### config.mk
export PLATFORM = sky130hd
export DESIGN_NAME = lbc_front_flat
export DESIGN_NICKNAME = d
export VERILOG_FILES = /design/src/sv/lbc_pkg.sv /design/src/sv/lbc_if.sv /design/src/sv/lbc_front.sv /design/src/flat_wrapper.sv
export SDC_FILE = /design/constraint.sdc
export NUM_CORES = 1
export LEC_CHECK = 0
export ABC_AREA = 1
export ABC_CLOCK_PERIOD_IN_PS = 2420
export BUFFER_PORTS_ARGS = -buffer_cell sky130_fd_sc_hd__buf_2
export CAP_MARGIN = 20
export CORE_MARGIN = 4
export CORE_UTILIZATION = 51
export DETAILED_ROUTE_END_ITERATION = 10
export GPL_TIMING_DRIVEN = 0
export PLACE_DENSITY = 0.75
export SYNTH_ARGS = -nofsm -noshare
export SYNTH_HDL_FRONTEND = slang
export SYNTH_SLANG_ARGS = --single-unit
### constraint.sdc
create_clock -name clk -period 2.42 [get_ports clk]
set_input_delay 0.121 -clock clk [delete_from_list [all_inputs] [get_ports clk]]
set_output_delay 0.121 -clock clk [all_outputs]
set_load 0.005 [all_outputs]
### src/sv/lbc_pkg.sv
// shared types and codes for the block cache slot manager
package lbc_pkg;

  localparam int NUM_SLOTS_DEF  = 1024;
  localparam int MAX_BLOCKS_DEF = 4096;
  localparam int CAP_W          = 11;
  localparam logic [CAP_W-1:0] CAP_RESET = 11'd1024;

  localparam logic [1:0] OP_ACQUIRE  = 2'd0;
  localparam logic [1:0] OP_RELEASE  = 2'd1;
  localparam logic [1:0] OP_PREFETCH = 2'd2;

  localparam logic [2:0] ST_HIT       = 3'd0;
  localparam logic [2:0] ST_MISS      = 3'd1;
  localparam logic [2:0] ST_PRESENT   = 3'd2;
  localparam logic [2:0] ST_NOSLOT    = 3'd3;
  localparam logic [2:0] ST_NOTPINNED = 3'd4;
  localparam logic [2:0] ST_BUSY      = 3'd5;

  typedef enum logic [2:0] {
    K_ACQUIRE,
    K_PREFETCH,
    K_RELEASE,
    K_NOSLOT,
    K_NOTPINNED
  } kind_t;

  typedef struct packed {
    kind_t       kind;
    logic [11:0] bid;
    logic [9:0]  sidx;
  } req_t;

  typedef struct packed {
    logic [2:0]  status;
    logic [9:0]  slot;
    logic        evicted;
    logic [11:0] evicted_block;
  } res_t;

  typedef enum logic [3:0] {
    S_CLEAR,
    S_IDLE,
    S_MAP,
    S_PIN,
    S_HUNL,
    S_EVU,
    S_EVM,
    S_REL,
    S_REL2,
    S_DONE
  } state_t;

endpackage

### src/sv/lbc_if.sv
// request and result channel interfaces
interface lbc_in_if;
  logic        valid;
  logic        ready;
  logic [1:0]  operation;
  logic [11:0] blk_num;
  logic [9:0]  slot_index;
  modport source (output valid, operation, blk_num, slot_index, input ready);
  modport sink (input valid, operation, blk_num, slot_index, output ready);
endinterface


### src/sv/lbc_front.sv
// request intake, classification and two entry queue
module lbc_front #(
  parameter int NUM_SLOTS  = lbc_pkg::NUM_SLOTS_DEF,
  parameter int MAX_BLOCKS = lbc_pkg::MAX_BLOCKS_DEF
) (
  input  logic          clk,
  input  logic          rst_n,
  lbc_in_if.sink        in_itm,
  input  logic          clearing,
  input  logic          pop,
  output logic          q_valid,
  output lbc_pkg::req_t q_head
);
  import lbc_pkg::*;

  req_t       q_r [2];
  logic       wp_r, rp_r;
  logic [1:0] cnt_r;
  req_t       cls;
  logic       push;

  always_comb begin
    cls.bid  = in_itm.blk_num;
    cls.sidx = in_itm.slot_index;
    case (in_itm.operation)
      OP_RELEASE: begin
        cls.kind = (32'(in_itm.slot_index) >= NUM_SLOTS) ? K_NOTPINNED : K_RELEASE;
      end
      OP_ACQUIRE: begin
        cls.kind = (32'(in_itm.blk_num) >= MAX_BLOCKS) ? K_NOSLOT : K_ACQUIRE;
      end
      OP_PREFETCH: begin
        cls.kind = (32'(in_itm.blk_num) >= MAX_BLOCKS) ? K_NOSLOT : K_PREFETCH;
      end
      default: begin
        cls.kind = K_NOSLOT;
      end
    endcase
  end

  assign in_itm.ready = !clearing && (cnt_r != 2'd2);
  assign push    = in_itm.valid && in_itm.ready;
  assign q_valid = (cnt_r != 2'd0);
  assign q_head  = q_r[rp_r];

  always_ff @(posedge clk) begin
    if (!rst_n) begin
      wp_r  <= 1'b0;
      rp_r  <= 1'b0;
      cnt_r <= 2'd0;
    end else begin
      if (push) begin
        wp_r <= !wp_r;
      end
      if (pop) begin
        rp_r <= !rp_r;
      end
      cnt_r <= cnt_r + {1'b0, push} - {1'b0, pop};
    end
    if (push) begin
      q_r[wp_r] <= cls;
    end
  end
endmodule

### src/flat_wrapper.sv
// flat-port wrapper written by rule: the top's interface ports become plain ports
module lbc_front_flat import lbc_pkg::*;
#(
  parameter int NUM_SLOTS  = lbc_pkg::NUM_SLOTS_DEF,
  parameter int MAX_BLOCKS = lbc_pkg::MAX_BLOCKS_DEF
)
  (clk, rst_n, clearing, pop, q_valid, q_head, in_itm_valid, in_itm_operation, in_itm_blk_num, in_itm_slot_index, in_itm_ready);
  lbc_in_if in_itm_i ();
  input  logic clk;
  input  logic rst_n;
  input  logic clearing;
  input  logic pop;
  output logic q_valid;
  output lbc_pkg::req_t q_head;
  input wire logic [$bits(in_itm_i.valid)-1:0] in_itm_valid;
  input wire logic [$bits(in_itm_i.operation)-1:0] in_itm_operation;
  input wire logic [$bits(in_itm_i.blk_num)-1:0] in_itm_blk_num;
  input wire logic [$bits(in_itm_i.slot_index)-1:0] in_itm_slot_index;
  output wire logic [$bits(in_itm_i.ready)-1:0] in_itm_ready;
  assign in_itm_i.valid = in_itm_valid;
  assign in_itm_i.operation = in_itm_operation;
  assign in_itm_i.blk_num = in_itm_blk_num;
  assign in_itm_i.slot_index = in_itm_slot_index;
  assign in_itm_ready = in_itm_i.ready;
  lbc_front #(.NUM_SLOTS(NUM_SLOTS), .MAX_BLOCKS(MAX_BLOCKS)) u_core (.clk(clk), .rst_n(rst_n), .in_itm(in_itm_i), .clearing(clearing), .pop(pop), .q_valid(q_valid), .q_head(q_head));
endmodule
==> results.yml, run 1 <==
run_status:
  status: "complete, no violations"
final_layout:
  layout_common_cells: "52 x buf_2, 48 x edfxtp_1, 20 x mux2_4, 12 x dlygate4sd3_1, 11 x inv_1"
  layout_commonest_cell: "buf_2"
  nets: 221
  multi_input_area_sq_um: 462.9
  area_delta_synth_final_pct: 26.27
  fin_cells: 241
  finalInstanceArea_sq_um: 2664
  drive_gt1_share_pct: 46.07
  nFillCells: 303
  antenna_cells: 0
  regArea_sq_um: 1541
power_and_ir_drop:
  power_frac_comb_pct: 14.0
  pwr-share-seq_pct: 59.7
  power_density_nw_per_um2: 666.4
  pwr-share-clk_pct: 26.3
  power.switching_uw: 386.0
  power.total_mw: 1.775
  swShare_pct: 21.75
  ir_drop_mv: 0.4403
  p_int_mw: 1.389
  cellLeakagePower_nw: 1.111
synth:
  synth_cell_types: 16
  synth_top_area_share_pct: 68.33
  yosys-top-cells-area: "edfxtp_1 68%, mux2_4 14%, dfxtp_1 4.7%"
  yosys_warnings: 0
  ys_seq_elements: 53
  yosysSeqAreaShare_pct: 73.07
  synth.net_count: 149
  syn_inst: 118
  syn_avg_cell_area_sq_um: 17.88
  synth_largest_area_cell: "edfxtp_1"
  netlist_area_sq_um: 2110
setup_path:
  crit_start: "u_core.cnt_r[0]"
  critical_path.top_delay_family: "buffers and inverters"
  end_kind: "flop"
  worstPathCellList: "inv_1, nand2_1, nand4_1, inv_1"
  crit_required_ns: 2.35
  worstSetupPathType: "flop to flop"
  worst_setup_path_start_kind: "flop"
  r2r_setup_slack_ns: 0.70
  path_max_fanout: 24
  cp_slowest_cell: "inv_1"
  critPathMostFrequentCell: "inv_1"
  cp.arrival_ns: 1.64
  worst_path_largest_cell_delay_ns: 0.73
  r2r_start: "u_core.cnt_r[0]"
  cp_num_buf_inv: 2
routing:
  wire_per_inst_um: 14.98
  routed_via_density: 4.759
  met3_length_um: 238
  route.met2.wl_mm: 2.001
  drcViolationCount: 0
  drt_iter0_drc: 35
  dr.max_layer_used: "met4"
  dr_total_vias: 1147
  wl_met1_mm: 1.311
  totalWireLength_mm: 3.609
  dr.pass1.iters: 4
  ant_nets: 0
sta:
  finalHoldViolCount: 0
  period_share_pct: 70.90
  tightest_slew_ns: 0.9603
  fin_tns_setup_ns: 0
  rsz0062_at_grt: "no"
  finalSetupViolations: 0
  fin_ws_ns: 0.7041
  relSlewSlack_pct: 35.91
  finalMaxSlewViolations: 0
  layout_min_cycle_time_ns: 1.716
  fin_skew_ns: 0.007006
  maxClockFrequency_mhz: 582.8
hold_path:
  worstHoldPathType: "input port to flop"
  hold_start: "in_itm_slot_index[3]"
placement:
  io_buffers: 52
  hpwl_mm: 2.595
  place_area_sq_um: 2462
  dpl.cell_count: 221
  gp_congestion: 0.7179
  place_ws_ns: 0.6821
cts:
  ctsHoldBuffers: 11
  cts_sinks: 53
  cts.path.max_buffers: 2
  numCtsBuffers: 5
  path_clk_slew_ns: 0.09
  cts_tree: "built"
  root_buffer: "clkbuf_8"
  post_cts_buffers: 0
  cts_htree_levels: 2
  clock_latency_ns: 0.30
  cts_resized: 0
floorplan:
  num_rows: 23
  ios: 56
  core-area_sq_um: 4000
  fp.dieW_um: 72.32
  initial_core_util_pct: 52.74
  die-area_sq_um: 5229
  die-height_um: 72.32
run:
  maxCapViolations: 0
global_route:
  grt_first_pass_wirelength_mm: 5.651
  grt_max_degree: 25
  track_usage_pct: 14.73
  overflow: 0
  antenna_found_initial: 0
  grt_pass1_vias: 1261
## cell families (layout without fill, tap and decap cells)
| family | count (synthesis) | in the layout | synth area share, % |
|---|---|---|---|
| buffers and inverters | 17 | 90 | 5.101 |
| adder cells (fa/ha/maj) | 2 | 2 | 1.186 |
| AO/OA/AOI/OAI | 2 | 2 | 0.4745 |
| flip-flops | 53 | 53 | 73.07 |
| AND/OR/NAND/NOR | 19 | 19 | 3.618 |
| multiplexers | 24 | 24 | 16.37 |
| other | 1 | 1 | 0.1778 |
## metrics by stage
stage | utilization, % | hold WS [ns]
global placement | 60.81 | 0.3105
CTS | 66.34 | 0.001011
detailed placement | 61.56 | 0.3127
floorplan | - | 0.2145
finish | 66.59 | 0.01128
global route | 66.59 | 0.004097
## cells in the mapped netlist
library cell	instances
ha_1	2
buf_12	2
clkbuf_1	2
nand3_1	2
buf_4	1
conb_1	1
a21oi_1	2
nand2_1	10
inv_1	11
buf_6	1
nor2_1	6
mux2_2	4
edfxtp_1	48
mux2_4	20
dfxtp_1	5
nand4_1	1
## state kept, by name, summed over array words and instances (netlist names), named ones only
signal and cells:
u_core.rp_r 1, u_core.wp_r 1, u_core.cnt_r 2, u_core.q_r 48
## worst paths after layout
check / to / depth (start not counted)
max: u_core.q_r[1][1] / 4
min: u_core.q_r[1][3] / 1
max reg2reg: u_core.q_r[1][1] / 4
min reg2reg: flop / 2
## cell type report
class / count / share of cell area [%]
well taps: 50 / 2.349
repair buffers: 65 / 15.31
inverters: 11 / 1.550
clock buffers: 7 / 2.865
clock inverters: 1 / 0.1879
flip-flops and latches: 53 / 57.87
plain buffers: 6 / 2.489
multi-input cells: 48 / 17.38
## routing by layer
| layer | global-route usage, % | vias up |
|---|---|---|
| met1 | 15.20 | 546 |
| met2 | 27.20 | 33 |
| met3 | 4.848 | 6 |
| met5 | 0 | - |
| li1 | - | 562 |
| met4 | 5.846 | 0 |
## power by group through the flow
stage	Combinational, mW	Sequential [mW]	Clock (mW)
2_1_floorplan	0.140	1.08	0
3_3_place_gp	0.213	1.08	0
3_5_place_dp	0.238	1.08	0
4_1_cts	0.253	1.06	0.483
5_1_grt	0.273	1.06	0.505
6_report	0.248	1.06	0.467
Note: power is estimated with default switching activity, not from simulation.
==> run 2: changes to the inputs <==
ABC_AREA = 0   (was 1)
ABC_CLOCK_PERIOD_IN_PS = 1600   (was 2420)
clock period = 1.6 ns   (was 2.42 ns; I/O delays follow)
==> run 2 against run 1 <==
  * The flow now finishes with violations (setup timing)
  * Via count decreased by 3.0%
  * Register-to-register slack got worse by 0.74 ns
  * Synthesized cell count is 10% lower
  * Worst hold slack improved by 0.040 ns
  * Routed wire length fell by 8.5%
  * Die area increased by 0.42%
  * Largest power group unchanged
==> results.yml, run 2 <==
cts:
  cts_resized: 0
  numCtsBuffers: 5
  post_cts_buffers: 0
  path_clk_slew_ns: 0.08
  root_buffer: "clkbuf_8"
  clock_latency_ns: 0.29
  cts_tree: "built"
  cts_sinks: 53
  cts_htree_levels: 2
  cts.path.max_buffers: 2
synth:
  synth_most_common_cell: "edfxtp_1"
  synthFlopType: "edfxtp_1"
  syn_inst: 106
  yosys-top-cells-area: "edfxtp_1 68%, mux2_4 14%, dfxtp_1 4.7%"
  synth.net_count: 137
  netlist_area_sq_um: 2120
  yosysSeqAreaShare_pct: 72.73
  synth_largest_area_cell: "edfxtp_1"
  synth_common_cells: "48 x edfxtp_1, 20 x mux2_4, 5 x dfxtp_1"
  ys_seq_elements: 53
  synth_cell_types: 24
  yosys_warnings: 0
  synth_edf_count: 48
  syn_avg_cell_area_sq_um: 20.00
  synth_top_area_share_pct: 68.00
  async_flop_share_pct: 0
setup_path:
  path_max_fanout: 24
  cp_slowest_cell: "and2_2"
  crit_required_ns: 1.53
  r2r_start: "u_core.cnt_r[1]"
  r2r-end: "u_core.q_r[1][12]"
  r2r_cells: 3
  cp.arrival_ns: 1.57
  worst_path_largest_cell_delay_ns: 0.57
  r2r_setup_slack_ns: -0.04
  end_kind: "flop"
  cp-endpoint: "u_core.q_r[1][12]"
  worstPathCellList: "nor2b_4, nor3b_4, and2_2"
  worst_setup_path_start_kind: "flop"
  worstSetupPathType: "flop to flop"
  crit_start: "u_core.cnt_r[1]"
routing:
  drcViolationCount: 0
  dr_total_vias: 1113
  wire_per_inst_um: 13.77
  ant_nets: 0
  totalWireLength_mm: 3.304
  dr.pass1.iters: 4
  routed_via_density: 4.638
  drt_iter0_drc: 36
global_route:
  grt_first_pass_wirelength_mm: 5.147
  track_usage_pct: 13.19
  grt_max_degree: 25
  overflow: 0
  grt_pass1_vias: 1186
  antenna_found_initial: 0
run_status:
  status: "complete, but fails checks"
  violations: "setup timing"
floorplan:
  core-area_sq_um: 4000
  initial_core_util_pct: 52.99
  die-height_um: 72.47
  num_rows: 23
  die-area_sq_um: 5251
  fp.dieW_um: 72.47
  ios: 56
final_layout:
  multi_input_area_sq_um: 500.5
  drive_gt1_share_pct: 48.42
  nets: 220
  layout_common_cells: "52 x buf_2, 48 x edfxtp_1, 24 x dlygate4sd3_1, 20 x mux2_4"
  fin_cells: 240
  regArea_sq_um: 1541
  top_register: "u_core.q_r"
  layout_commonest_cell: "buf_2"
  area_delta_synth_final_pct: 30.52
  largest_registers: "u_core.q_r: 48 flops, u_core.cnt_r: 2 flops"
  antenna_cells: 0
  nFillCells: 275
  largest_register_ffs: 48
power_and_ir_drop:
  power.total_mw: 2.746
  power_density_nw_per_um2: 992.7
  cellLeakagePower_nw: 1.108
  ir_drop_mv: 0.7203
placement:
  gp_congestion: 0.6818
  io_buffers: 52
  place_ws_ns: -0.06236
  dpl.cell_count: 208
  hpwl_mm: 2.169
sta:
  period_share_pct: 102.5
  layout_min_cycle_time_ns: 1.639
  finalHoldViolCount: 0
  tightest_slew_ns: 0.5812
  fin_skew_ns: 0.006128
  hold_slack_ns: 0.05177
  fin_ws_ns: -0.03930
  finalSetupViolations: 48
  relSlewSlack_pct: 61.26
  maxClockFrequency_mhz: 610.0
  finalMaxSlewViolations: 0
  rsz0062_at_grt: "yes"
run:
  maxCapViolations: 0
hold_path:
  worstHoldPathType: "input port to flop"
  hold_start: "rst_n"
-- run 2: cell count changes in the layout (fill, tap and decap cells not counted), moves of 2 or more --
| cell | before | now |
|---|---|---|
| a21oi_1 | 2 | 0 |
| and2_2 | 0 | 2 |
| dlygate4sd3_1 | 12 | 24 |
| inv_1 | 11 | 3 |
| nand2_1 | 10 | 1 |
| nand3_1 | 2 | 0 |
-- run 2: area by class of cell --
cell class                      count  area share [%]
Buffer                              6           2.397
Clock buffer                        7           2.759
Clock inverter                      1          0.2714
Inverter                            3          0.4071
Multi-Input combinational cell     44           18.09
Sequential cell                    53           55.72
Tap cell                           50           2.261
Timing Repair Buffer               76           18.09
-- run 2: kinds of logic after synthesis --
logic type    share of synthesized area, %
xor+xnor                            0.8266
fa+ha+maj                            1.180
buf+inv                              3.660
flops                                72.73
mux                                  16.77
other cells                         0.1769
simple gates                         4.663
-- run 2: what timing repair did --
action / in CTS / in global routing
hold endpoints to repair: 48 / 0
pin swaps: 0 / 0
hold buffers: 24 / 0
endpoints found under the setup margin: 48 / 48
gates cloned: 0 / 0
-- run 2: worst min path at each step --
stage / endpoint / cells after the start / slack (ns)
6_report: u_core.cnt_r[0] / 2 / 0.05
5_1_grt: u_core.cnt_r[0] / 2 / 0.04
4_1_cts: u_core.cnt_r[0] / 2 / 0.05
3_5_place_dp: u_core.q_r[0][13] / 1 / 0.27
3_3_place_gp: u_core.q_r[1][2] / 1 / 0.27
2_1_floorplan: u_core.q_r[0][0] / 0 / 0.18
-- run 2: per-stage QoR --
step	cell area [sq um]	utilization, %	setup TNS [ns]
6_report	2766	69.16	-1.629
5_1_grt	2766	69.16	-5.977
4_1_cts	2766	69.16	-3.349
3_5_place_dp	2442	61.06	-2.846
3_3_place_gp	2442	61.06	-0.8900
2_1_floorplan	2120	-	0
-- run 2: power breakdown --
| group | leakage (nW) | switching (mW) | internal [mW] |
|---|---|---|---|
| Combinational | 0.588 | 0.171 | 0.265 |
| Sequential | 0.481 | 0.0278 | 1.59 |
| Clock | 0.0385 | 0.382 | 0.310 |
-- run 2: per-layer routing --
| layer | track usage, % | up-vias | share of wire [%] |
|---|---|---|---|
| met5 | 0 | - | 0 |
| met4 | 5.328 | 0 | 0.82 |
| met3 | 4.294 | 4 | 6.0 |
| met2 | 24.47 | 36 | 55 |
| met1 | 13.57 | 521 | 38 |
| li1 | - | 552 | - |
-- run 2: critical path, delay by kind of cell, from the launching register on --
| family | cells | cell delay, ns |
|---|---|---|
| AND/OR/NAND/NOR | 3 | 0.94 |
| flip-flops | 1 | 0.34 |
==> run 3: changes to the inputs <==
ABC_AREA = 1   (was 0)
ABC_CLOCK_PERIOD_IN_PS = 1300   (was 1600)
CORE_UTILIZATION = 46   (was 51)
PLACE_DENSITY = 0.71   (was 0.75)
clock period = 1.3 ns   (was 1.6 ns; I/O delays follow)
==> run 3 against run 2 <==
  * The run still ends with setup timing left
  * Sequential power up 23%
  * Global-route usage up 1.3 points
  * Power up 31%
  * Via count up 15%
  * Worst hold slack better by 0.051 ns
  * Count of clock-buffer cells in the layout unchanged
  * Flip-flop and latch count unchanged
  * Design area up 14%
  * Combinational power up 49%
  * First-iteration DRC count up 5.6%
  * Critical endpoint is now q_head[13]
  * Largest cell class unchanged
  * Highest routed layer unchanged
==> results.yml, run 3 (synthesis results as in run 1) <==
placement:
  place_ws_ns: -0.2574
  hpwl_mm: 2.511
  place_area_sq_um: 2455
  io_buffers: 52
  gp_congestion: 0.7121
  dpl.cell_count: 222
cts:
  cts_htree_levels: 2
  cts.path.max_buffers: 2
  cts_sinks: 53
  root_buffer: "clkbuf_8"
  clock_latency_ns: 0.29
  numCtsBuffers: 5
  path_clk_slew_ns: 0.08
  cts_tree: "built"
routing:
  dr_total_vias: 1277
  dr.pass1.iters: 4
  drt_iter0_drc: 38
  drcViolationCount: 0
  ant_nets: 0
  totalWireLength_mm: 4.074
  wire_per_inst_um: 15.14
  routed_via_density: 4.747
global_route:
  track_usage_pct: 14.48
  overflow: 0
  grt_first_pass_wirelength_mm: 6.023
  grt_max_degree: 16
  antenna_found_initial: 0
  grt_pass1_vias: 1343
floorplan:
  num_rows: 24
  initial_core_util_pct: 48.12
  die-area_sq_um: 5734
  ios: 56
  core-area_sq_um: 4384
  die-height_um: 75.72
  fp.dieW_um: 75.72
final_layout:
  nFillCells: 289
  drive_gt1_share_pct: 54.84
  largest_registers: "u_core.q_r: 48 flops, u_core.cnt_r: 2 flops"
  finalInstanceArea_sq_um: 3146
  nets: 247
  top_register: "u_core.q_r"
  area_delta_synth_final_pct: 49.11
  multi_input_area_sq_um: 531.8
  antenna_cells: 0
  fin_cells: 269
  layout_common_cells: "48 x edfxtp_1, 31 x buf_2, 28 x buf_6, 25 x dlygate4sd3_1, 21 x mux2_4"
  regArea_sq_um: 1546
  largest_register_ffs: 48
  layout_commonest_cell: "edfxtp_1"
sta:
  maxClockFrequency_mhz: 717.4
  fin_ws_ns: -0.09400
  finalMaxSlewViolations: 0
  finalSetupViolations: 23
  period_share_pct: 107.2
  finalHoldViolCount: 0
  fin_skew_ns: 0.003122
  layout_min_cycle_time_ns: 1.394
  rsz0062_at_grt: "yes"
setup_path:
  end_kind: "output port"
  worst_setup_path_start_kind: "flop"
  cp.arrival_ns: 1.33
  crit_required_ns: 1.24
  worstSetupPathType: "flop to output port"
  path_max_fanout: 10
run:
  maxCapViolations: 0
power_and_ir_drop:
  swShare_pct: 21.57
  ir_drop_mv: 0.7168
  pwr-share-seq_pct: 55.1
  pwr-share-clk_pct: 26.8
  power.switching_uw: 777.6
  cellLeakagePower_nw: 1.288
  p_int_mw: 2.827
  power_density_nw_per_um2: 1146
  power_frac_comb_pct: 18.0
  power.total_mw: 3.604
hold_path:
  worstHoldPathType: "input port to flop"
run_status:
  status: "complete, but fails checks"
  violations: "setup timing"
## run 3: changes by cell type in the layout (fill, tap and decap cells not counted), sizes merged, moves of 2 or more
cell and change:
nor2 +3, nand3 +2, a21oi +2, nand2 +9
inv +7, buf +12, and2 -3
## run 3: path summary, 6_finish.rpt
path	start	end	slack (ns)	cells after the start
worst max-delay path	flop	q_head[13]	-0.09	4
worst min-delay path	pop	u_core.rp_r	0.10	3
worst max register to register	u_core.cnt_r[0]	u_core.q_r[1][7]	0.05	6
worst min register to register	u_core.rp_r	u_core.rp_r	0.52	2
## run 3: worst max-delay path, stage by stage (launching register included)
cell and delay, ns:
dfxtp_2 0.33, buf_6 0.12, buf_12 0.15, mux2_4 0.31, buf_6 0.12
## run 3: routing by layer
metal,vias up,routed length (um),track usage [%]
met5,-,0,0
met1,609,1571,15.69
met2,43,2222,26.75
met3,6,237,3.958
met4,0,43,5.437
li1,619,-,-
## run 3: area by class of cell
cell class,instances,area share [%]
repair buffers,89,24.78
clock buffers,7,3.063
repair inverters,1,0.2387
flip-flops and latches,53,49.16
plain buffers,6,2.108
well taps,52,2.068
inverters,11,1.512
multi-input cells,49,16.91
clock inverters,1,0.1591
## run 3: power by group through the flow
stage	registers, mW	clock network [mW]	logic, mW
final	1.99	0.967	0.650
after global routing	2.00	1.06	0.701
after CTS	1.98	1.01	0.602
after detailed placement	2.02	0	0.429
after global placement	2.01	0	0.410
after floorplan	2.01	0	0.268
## run 3: stage by stage
| step | hold WS [ns] | util, % | setup TNS [ns] |
|---|---|---|---|
| after CTS | 0.04436 | 69.63 | -2.222 |
| final | 0.1027 | 71.75 | -1.909 |
| after floorplan | 0.1576 | - | -0.4924 |
| after global placement | 0.2519 | 55.99 | -9.335 |
| after global routing | 0.09018 | 71.75 | -3.424 |
| after detailed placement | 0.2565 | 55.99 | -12.20 |
## run 3: what timing repair did
item | CTS | global route
pin swaps | 4 | 5
hold endpoints to repair | 49 | 0
resized for setup | 23 | 21
setup buffers | 10 | 2
gates cloned | 2 | 0
hold buffers | 25 | 0
endpoints found under the setup margin | 72 | 49
